[src/rtl/y2rbob_pkg.sv]
// Package: fixed-point coefficients and offsets for the YUV to RGB field router.
`timescale 1ns / 1ps
`default_nettype none

package y2rbob_pkg;

  // Input and coordinate widths
  localparam int unsigned COORD_W = 12;
  localparam int unsigned SAMP_W  = 8;

  // Offset samples (C, D, E) are 9-bit signed
  localparam int unsigned OFS_W = SAMP_W + 1;

  // Channel sums fit in 27 bits signed with margin
  localparam int unsigned SUM_W = 27;

  // Q16 fraction bits
  localparam int unsigned FRAC_W = 16;

  // BT.601 coefficients in Q16
  localparam logic [16:0] Q16_R_V = 17'd91881;
  localparam logic [16:0] Q16_G_U = 17'd22544;
  localparam logic [16:0] Q16_G_V = 17'd46793;
  localparam logic [16:0] Q16_B_U = 17'd116130;

  // Sample offsets
  localparam logic [SAMP_W-1:0] LUMA_OFFSET   = 8'd16;
  localparam logic [SAMP_W-1:0] CHROMA_OFFSET = 8'd128;

  // Channel ceiling
  localparam logic [SAMP_W-1:0] CHAN_MAX = 8'd255;

  // Pipeline depth from input beat to output register
  localparam int unsigned PIPE_DEPTH = 4;

  // Floor the Q16 sum and clamp it to 0..255
  function automatic logic [SAMP_W-1:0] sat_q16(input logic signed [SUM_W-1:0] v);
    logic [SAMP_W-1:0] q;
    begin
      q = v[FRAC_W+SAMP_W-1:FRAC_W];
      if (v[SUM_W-1]) begin
        sat_q16 = '0;
      end else if (|v[SUM_W-2:FRAC_W+SAMP_W]) begin
        sat_q16 = CHAN_MAX;
      end else begin
        sat_q16 = q;
      end
    end
  endfunction

endpackage

`default_nettype wire

[src/rtl/yuv420_to_rgb_bob_field_router.sv]
// Top level: pipelined BT.601 YUV to RGB converter with bob field routing.
//
//   channel | direction | handshake          | payload
//   --------+-----------+--------------------+---------------------------------------------
//   in      | input     | in_valid/in_stall  | col, row, luma, chroma_blue, chroma_red
//   out     | output    | out_valid/out_stall| to_field_b, col, row_first, red, green, blue
//   cfg     | input     | cfg_wr_en          | cfg_wr_data = top_field_first
//
// One beat per cycle sustained while out_stall is low; each beat passes through offset, multiply, sum, clamp.
// Each stage holds its beat while the one after it is full and not draining, so
// bubbles collapse and in_stall only rises when all four stages are occupied.
// Synchronous active-low reset empties the pipeline and sets top_field_first to 1.
// top_field_first is sampled when a beat enters the first stage.
`timescale 1ns / 1ps
`default_nettype none

module yuv420_to_rgb_bob_field_router
  import y2rbob_pkg::*;
(
  input  wire logic               clk,
  input  wire logic               rst_n,

  input  wire logic               cfg_wr_en,
  input  wire logic               cfg_wr_data,

  input  wire logic               in_valid,
  output      logic               in_stall,
  input  wire logic [COORD_W-1:0] in_col,
  input  wire logic [COORD_W-1:0] in_row,
  input  wire logic [SAMP_W-1:0]  in_luma,
  input  wire logic [SAMP_W-1:0]  in_chroma_blue,
  input  wire logic [SAMP_W-1:0]  in_chroma_red,

  output      logic               out_valid,
  input  wire logic               out_stall,
  output      logic               out_to_field_b,
  output      logic [COORD_W-1:0] out_col,
  output      logic [COORD_W-1:0] out_row_first,
  output      logic [SAMP_W-1:0]  out_red,
  output      logic [SAMP_W-1:0]  out_green,
  output      logic [SAMP_W-1:0]  out_blue
);

  // Configuration register
  logic tff_r;

  // Stage valids
  logic s1_v_r, s2_v_r, s3_v_r, s4_v_r;
  logic s1_v_nxt, s2_v_nxt, s3_v_nxt, s4_v_nxt;
  logic s1_rdy, s2_rdy, s3_rdy, s4_rdy;

  // Routing info carried along
  logic               s1_fb_r, s2_fb_r, s3_fb_r, s4_fb_r;
  logic [COORD_W-1:0] s1_col_r, s2_col_r, s3_col_r, s4_col_r;
  logic [COORD_W-1:0] s1_row_r, s2_row_r, s3_row_r, s4_row_r;

  // Stage 1: offset samples
  logic signed [OFS_W-1:0] s1_c_r, s1_d_r, s1_e_r;

  // Stage 2: products
  logic signed [SUM_W-1:0] s2_cs_r, s2_rv_r, s2_gu_r, s2_gv_r, s2_bu_r;

  // Stage 3: channel sums
  logic signed [SUM_W-1:0] s3_rs_r, s3_gs_r, s3_bs_r;

  // Stage 4: clamped channels
  logic [SAMP_W-1:0] s4_red_r, s4_green_r, s4_blue_r;

  // Config write
  always_ff @(posedge clk) begin
    if (!rst_n) begin
      tff_r <= 1'b1;
    end else if (cfg_wr_en) begin
      tff_r <= cfg_wr_data;
    end
  end

  // Ready chain: a stage takes a beat when empty or when it drains
  assign s4_rdy   = !s4_v_r || !out_stall;
  assign s3_rdy   = !s3_v_r || s4_rdy;
  assign s2_rdy   = !s2_v_r || s3_rdy;
  assign s1_rdy   = !s1_v_r || s2_rdy;
  assign in_stall = !s1_rdy;

  always_comb begin
    s1_v_nxt = s1_rdy ? in_valid : s1_v_r;
    s2_v_nxt = s2_rdy ? s1_v_r   : s2_v_r;
    s3_v_nxt = s3_rdy ? s2_v_r   : s3_v_r;
    s4_v_nxt = s4_rdy ? s3_v_r   : s4_v_r;
  end

  always_ff @(posedge clk) begin
    if (!rst_n) begin
      s1_v_r <= 1'b0;
      s2_v_r <= 1'b0;
      s3_v_r <= 1'b0;
      s4_v_r <= 1'b0;
    end else begin
      s1_v_r <= s1_v_nxt;
      s2_v_r <= s2_v_nxt;
      s3_v_r <= s3_v_nxt;
      s4_v_r <= s4_v_nxt;
    end
  end

  // Stage 1: subtract offsets, pick field, round row down to even
  always_ff @(posedge clk) begin
    if (s1_rdy && in_valid) begin
      s1_c_r   <= $signed({1'b0, in_luma})        - $signed({1'b0, LUMA_OFFSET});
      s1_d_r   <= $signed({1'b0, in_chroma_blue}) - $signed({1'b0, CHROMA_OFFSET});
      s1_e_r   <= $signed({1'b0, in_chroma_red})  - $signed({1'b0, CHROMA_OFFSET});
      s1_fb_r  <= (in_row[0] == tff_r);
      s1_col_r <= in_col;
      s1_row_r <= {in_row[COORD_W-1:1], 1'b0};
    end
  end

  // Stage 2: one constant multiply per chroma term, luma scaled by a shift
  always_ff @(posedge clk) begin
    if (s2_rdy && s1_v_r) begin
      s2_cs_r  <= SUM_W'(s1_c_r) <<< FRAC_W;
      s2_rv_r  <= SUM_W'(s1_e_r) * SUM_W'($signed({1'b0, Q16_R_V}));
      s2_gu_r  <= SUM_W'(s1_d_r) * SUM_W'($signed({1'b0, Q16_G_U}));
      s2_gv_r  <= SUM_W'(s1_e_r) * SUM_W'($signed({1'b0, Q16_G_V}));
      s2_bu_r  <= SUM_W'(s1_d_r) * SUM_W'($signed({1'b0, Q16_B_U}));
      s2_fb_r  <= s1_fb_r;
      s2_col_r <= s1_col_r;
      s2_row_r <= s1_row_r;
    end
  end

  // Stage 3: channel sums
  always_ff @(posedge clk) begin
    if (s3_rdy && s2_v_r) begin
      s3_rs_r  <= s2_cs_r + s2_rv_r;
      s3_gs_r  <= s2_cs_r - s2_gu_r - s2_gv_r;
      s3_bs_r  <= s2_cs_r + s2_bu_r;
      s3_fb_r  <= s2_fb_r;
      s3_col_r <= s2_col_r;
      s3_row_r <= s2_row_r;
    end
  end

  // Stage 4: floor and clamp into the output register
  always_ff @(posedge clk) begin
    if (s4_rdy && s3_v_r) begin
      s4_red_r   <= sat_q16(s3_rs_r);
      s4_green_r <= sat_q16(s3_gs_r);
      s4_blue_r  <= sat_q16(s3_bs_r);
      s4_fb_r    <= s3_fb_r;
      s4_col_r   <= s3_col_r;
      s4_row_r   <= s3_row_r;
    end
  end

  // Outputs
  assign out_valid      = s4_v_r;
  assign out_to_field_b = s4_fb_r;
  assign out_col        = s4_col_r;
  assign out_row_first  = s4_row_r;
  assign out_red        = s4_red_r;
  assign out_green      = s4_green_r;
  assign out_blue       = s4_blue_r;

endmodule

`default_nettype wire

[config.mk]
export PLATFORM = sky130hd
export DESIGN_NAME = yuv420_to_rgb_bob_field_router
export DESIGN_NICKNAME = d
export VERILOG_FILES = /design/src/rtl/y2rbob_pkg.sv /design/src/rtl/yuv420_to_rgb_bob_field_router.sv
export SDC_FILE = /design/constraint.sdc
export NUM_CORES = 1
export LEC_CHECK = 0
export ABC_AREA = 0
export BUFFER_PORTS_ARGS = -buffer_cell sky130_fd_sc_hd__buf_4
export CAP_MARGIN = 20
export CORE_MARGIN = 10
export CORE_UTILIZATION = 42
export DETAILED_ROUTE_END_ITERATION = 7
export GPL_TIMING_DRIVEN = 0
export PLACE_DENSITY = 0.66
export SETUP_SLACK_MARGIN = 0.15
export SYNTH_ARGS = -nofsm -noshare
export SYNTH_HDL_FRONTEND = slang
export SYNTH_SLANG_ARGS = --single-unit
[constraint.sdc]
create_clock -name clk -period 12.7 [get_ports clk]
set_input_delay 1.27 -clock clk [delete_from_list [all_inputs] [get_ports clk]]
set_output_delay 1.27 -clock clk [all_outputs]
set_load 0.02 [all_outputs]
After elaboration in Yosys (flattened, before gate mapping)
Index checks and enable logic that the tools add are counted.

Add/subtract/negate cells: 7. $mul: 4. Equal/unequal tests: 1. Muxes and demuxes: 3. Reduce and logical (&&, ||, !) cells: 17.

Operators with widths (number): $add A25 B27 Y27 (2); $mul A9 B17 Y26 const B (2); $mul A9 B18 Y27 const B (1); $sub A25 B27 Y27 (1); $sub A27 B27 Y27 (1); $mux W8 (3); $mul A9 B12 Y21 const B (1); $sub A8 B8 Y9 const B (2); $sub A8 B5 Y9 const B (1); $logic_not A1 Y1 (6); $reduce_or A2 Y1 (3); $logic_and A1 B1 Y1 (4); $logic_or A1 B1 Y1 (4); $eq A1 B1 Y1 (1).

Bits in registers: 345. Output and inout bits: 51.

Depth between registers and ports, before layout
Depth in word-level cells: 6. Gate-level depth with buffers: 19. Depth with buffers taken out: 18.

Least setup slack after synthesis
No wires, ideal clock.

Path type: input to register. From: input port out_stall. To: register s2_bu_r[16] (enable). Setup time: 719 ps. Arrival time: 8881 ps. Setup slack: 3100 ps. Stages on the path: 2. Buffers on the path: 0. Cells stage by stage: and3_1 a21boi_0.

Word-level cells in the longest chain between the ends: 5.

RTL lines: from (decl) (line yuv420_to_rgb_bob_field_router.sv:35) `input wire logic out_stall,`; $logic_not A1 Y1 (line yuv420_to_rgb_bob_field_router.sv:79) `assign s4_rdy = !s4_v_r || !out_stall;`; $logic_or A1 B1 Y1 (line yuv420_to_rgb_bob_field_router.sv:79); $logic_or A1 B1 Y1 (line yuv420_to_rgb_bob_field_router.sv:80) `assign s3_rdy = !s3_v_r || s4_rdy;`; $logic_or A1 B1 Y1 (line yuv420_to_rgb_bob_field_router.sv:81) `assign s2_rdy = !s2_v_r || s3_rdy;`; $logic_and A1 B1 Y1 (line yuv420_to_rgb_bob_field_router.sv:120) `if (s2_rdy && s1_v_r) begin`; to (signal assigned) (line yuv420_to_rgb_bob_field_router.sv:125) `s2_bu_r <= SUM_W'(s1_d_r) * SUM_W'($signed({1'b0, Q16_B_U}));`; to (decl) (line yuv420_to_rgb_bob_field_router.sv:61) `logic signed [SUM_W-1:0] s2_cs_r, s2_rv_r, s2_gu_r, s2_gv_r, s2_bu_r;`.

Every way passes these cells. A chain may end at the register's enable or synchronous reset.

Worst setup path in the final report
From: register s1_e_r[7]. To: register s2_gv_r[25], data pin.

Word-level cells in the longest chain between the ends: 1.

RTL lines: from (decl) (line yuv420_to_rgb_bob_field_router.sv:58) `logic signed [OFS_W-1:0] s1_c_r, s1_d_r, s1_e_r;`; from (signal assigned) (line yuv420_to_rgb_bob_field_router.sv:111) `s1_e_r <= $signed({1'b0, in_chroma_red}) - $signed({1'b0, CHROMA_OFFSET});`; $mul A9 B17 Y26 (line yuv420_to_rgb_bob_field_router.sv:124) `s2_gv_r <= SUM_W'(s1_e_r) * SUM_W'($signed({1'b0, Q16_G_V}));`; to (signal assigned) (line yuv420_to_rgb_bob_field_router.sv:124); to (decl) (line yuv420_to_rgb_bob_field_router.sv:61).

Every way passes these cells.

==> metrics.md <==
| Metric | Value |
|---|---|
| Power Total | `4110 uW` |
| RSZ-0062 raised after global routing | `false` |
| Post-route minimum period | `5.88 ns` |
| Slew headroom | `36.0%` |
| # DRC | `0` |
| Routed wl met3 | `1920 um` |
| Final Hold Fails | `0` |
| DIE WIDTH | `226 um` |
| CTS Buf Count | `28` |
| Critical path type | `flip-flop to flip-flop` |
| Initial antenna violation count | `0` |
| Yosys top cell by area | `edfxtp_1` |
| Slew @ Worst Pin | `0.958 ns` |
| # setup viols final | `0` |
| Cell Rows | `75` |
| Hold crit path type | `flip-flop to flip-flop` |
| Core Box Area | `41900 sq um` |
| Final setup skew | `0.0121 ns` |
| Setup crit end kind | `flip-flop` |
| Sequential share of power | `29.3%` |
| EDFF count, synth | `256` |
| Setup ws final | `6.82 ns` |
| # diodes | `0` |
| NetSw | `1570 uW` |
| Combinational group share of total power | `52.0%` |
| Arrival time worst endpoint | `6.17 ns` |
| IO Count | `105` |
| Yosys Warn Count | `0` |
| Drt pass-1 iters | `7` |
| Pwr dens | `203 nW/um^2` |
| Maximum VDD drop | `0.000128 V` |
| Share of cells above drive strength 1 | `11.2%` |
| Synth Instances | `1436` |
| Initial DRC count | `518` |
| Clock slew at reported path FFs | `0.06 ns` |
| Clock Tree Root | `clkbuf_16` |
| Cell area after technology mapping | `17800 sq um` |
| Sw Ratio | `38.1%` |
| Global route overflow | `0` |
| Slew Limit Fails | `0` |
| Most frequent cell after synthesis | `ha_1` |
| Largest net degree at the start of global routing | `34` |
| Internal power | `2540 uW` |
| Sequential share of the synthesized area | `43.8%` |
| Die H | `226 um` |
| Post-CTS resize count | `0` |
| GPL Wtd Cong | `0.916` |
| # hold bufs at CTS | `0` |
| H-tree levels | `1` |
| Leakage | `0.00915 uW` |
| Post-synth ARST share | `0%` |
| Die area | `51000 sq um` |
| Number of global-route vias before repair | `11000` |
| Critical Path Start Type | `flip-flop` |
| Vias post-DR | `10600` |
| Top cells by area, synth | `edfxtp_1 (43%), ha_1 (21%), fa_1 (12%)` |
| Port Buffers | `103` |
| Crit-path max FO | `15` |
| Status | `finished clean` |
| Nets | `2037` |
| Via/cell ratio | `4.99` |
| TritonCTS clock tree | `built` |
| Syn nets | `1898` |
| Crit share post-route | `46.3%` |
| Synth Flop Type | `edfxtp_1` |
| Max Root-Sink Buffers | `3` |
| Clock sinks | `261` |
| Post-CTS setup buffer count | `0` |
| First-pass GRT wire length | `55100 um` |
| Max Cap Violations | `0` |
| Post-synth top cells | `ha_1 (298), edfxtp_1 (256), inv_1 (249), fa_1 (110), nor2_1 (97)` |
| Clock power share | `18.7%` |
| Avg WL per Cell | `15.7 um` |
| Total track usage | `13.3%` |
| Detailed placer's ending HPWL | `26900 um` |
| Total Wirelength | `33400 um` |
| Yosys cell types | `67` |
| Metal-1 WL | `15000 um` |
| Yosys top cell area share | `43.2%` |
| Antenna-violating nets left | `0` |
| Synthesis-stage register bit count | `261` |
| Clk_lat worst skew | `0.57 ns` |
| Max layer used | `met4` |
| Met2 wire len | `15500 um` |
| Starting Density | `42.4%` |
| DP Worst Slack | `6.77 ns` |
| Critical path required time | `12.99 ns` |
| Mean Syn Cell Area | `12.4 sq um` |
| Peak Freq | `170 MHz` |
| Synth-to-layout area growth | `14.1%` |
## worst max-delay path, cell delays in order (launching register included)
cell and delay, ns:
edfxtp_1 0.92, clkbuf_1 0.51, inv_1 0.35, ha_1 0.32, ha_1 0.28, inv_1 0.05, fa_1 0.54, inv_1 0.06
fa_1 0.42, ha_1 0.28, ha_1 0.27, clkbuf_1 0.26, nand4_1 0.13, a211oi_1 0.47, nor3_2 0.15, nor3_1 0.35
o41ai_2 0.11, xnor2_1 0.13
## metal layers
layer	vias to the layer above	GRT usage [%]
met1	5082	17.5
met3	51	2.33
met2	237	22.1
met5	-	0
li1	5276	-
met4	0	4.07
## worst paths after layout
path               start           to  slack, ns  cells after the start
min          s2_row_r[5]  s3_row_r[5]       0.41                      0
min reg2reg  s2_row_r[5]  s3_row_r[5]       0.41                      0
max            s1_e_r[7]  s2_gv_r[25]       6.82                     17
max reg2reg    s1_e_r[7]  s2_gv_r[25]       6.82                     17
## area by class of cell
| cell class | count | area, sq um |
|---|---|---|
| inverter | 249 | 935 |
| fill | 3709 | 21700 |
| clock buffer | 31 | 712 |
| clock inverter | 19 | 169 |
| multi-input combinational | 915 | 9050 |
| buffer | 11 | 52.6 |
| sequential | 261 | 7790 |
| timing repair buffer | 109 | 908 |
| tap | 539 | 674 |
## flip-flops by register name, summed over array words and instances, names as in the netlist, 12 cells and up
name / flops
s2_gu_r: 17
s2_bu_r: 15
s2_gv_r: 21
out_col: 12
s3_col_r: 12
s2_rv_r: 16
s1_col_r: 12
s2_col_r: 12
## cells by family after synthesis
logic type / count (synthesis) / synth area share, %
buffers and inverters: 260 / 5.55
adder cells (fa/ha/maj): 408 / 33.3
XOR/XNOR: 67 / 3.30
flip-flops: 261 / 43.8
AO/OA/AOI/OAI: 195 / 7.25
other: 1 / 0.0211
AND/OR/NAND/NOR: 242 / 6.65
multiplexers: 2 / 0.113
## through the flow
step                cells  util (%)  TNS [ns]  instance area, sq um  hold slack (ns)
floorplan            1436         -         0                 17800            0.400
global route         2134      48.4         0                 20300            0.410
global placement     2078      45.9     -2.05                 19200            0.401
CTS                  2134      48.4         0                 20300            0.417
finish               2134      48.4         0                 20300            0.411
detailed placement   2084      46.3         0                 19400            0.405
## power groups by stage
stage	Combinational (uW)	Clock (uW)	Sequential, uW
after floorplan	1660	0	1210
after global placement	2060	0	1230
after detailed placement	2130	0	1220
after CTS	2150	797	1210
after global routing	2460	825	1210
final	2140	769	1200
## placed cells by master (no fill, tap or decap), types with 8 or more instances in the layout
master,count
ha_1,298
edfxtp_1,256
inv_1,249
fa_1,110
buf_4,104
nor2_1,97
a21oi_1,49
xnor2_1,48
nand2_1,33
clkbuf_16,28
nor3_1,25
o21ai_1,21
xor2_1,19
o21ai_0,18
a21o_1,18
nand3_1,15
o21a_1,12
a31oi_1,11
nor2b_1,11
or2_2,10
clkbuf_1,9
o21bai_1,9
a211oi_1,8
clkinv_2,8
(Power assumes the default switching activity.)
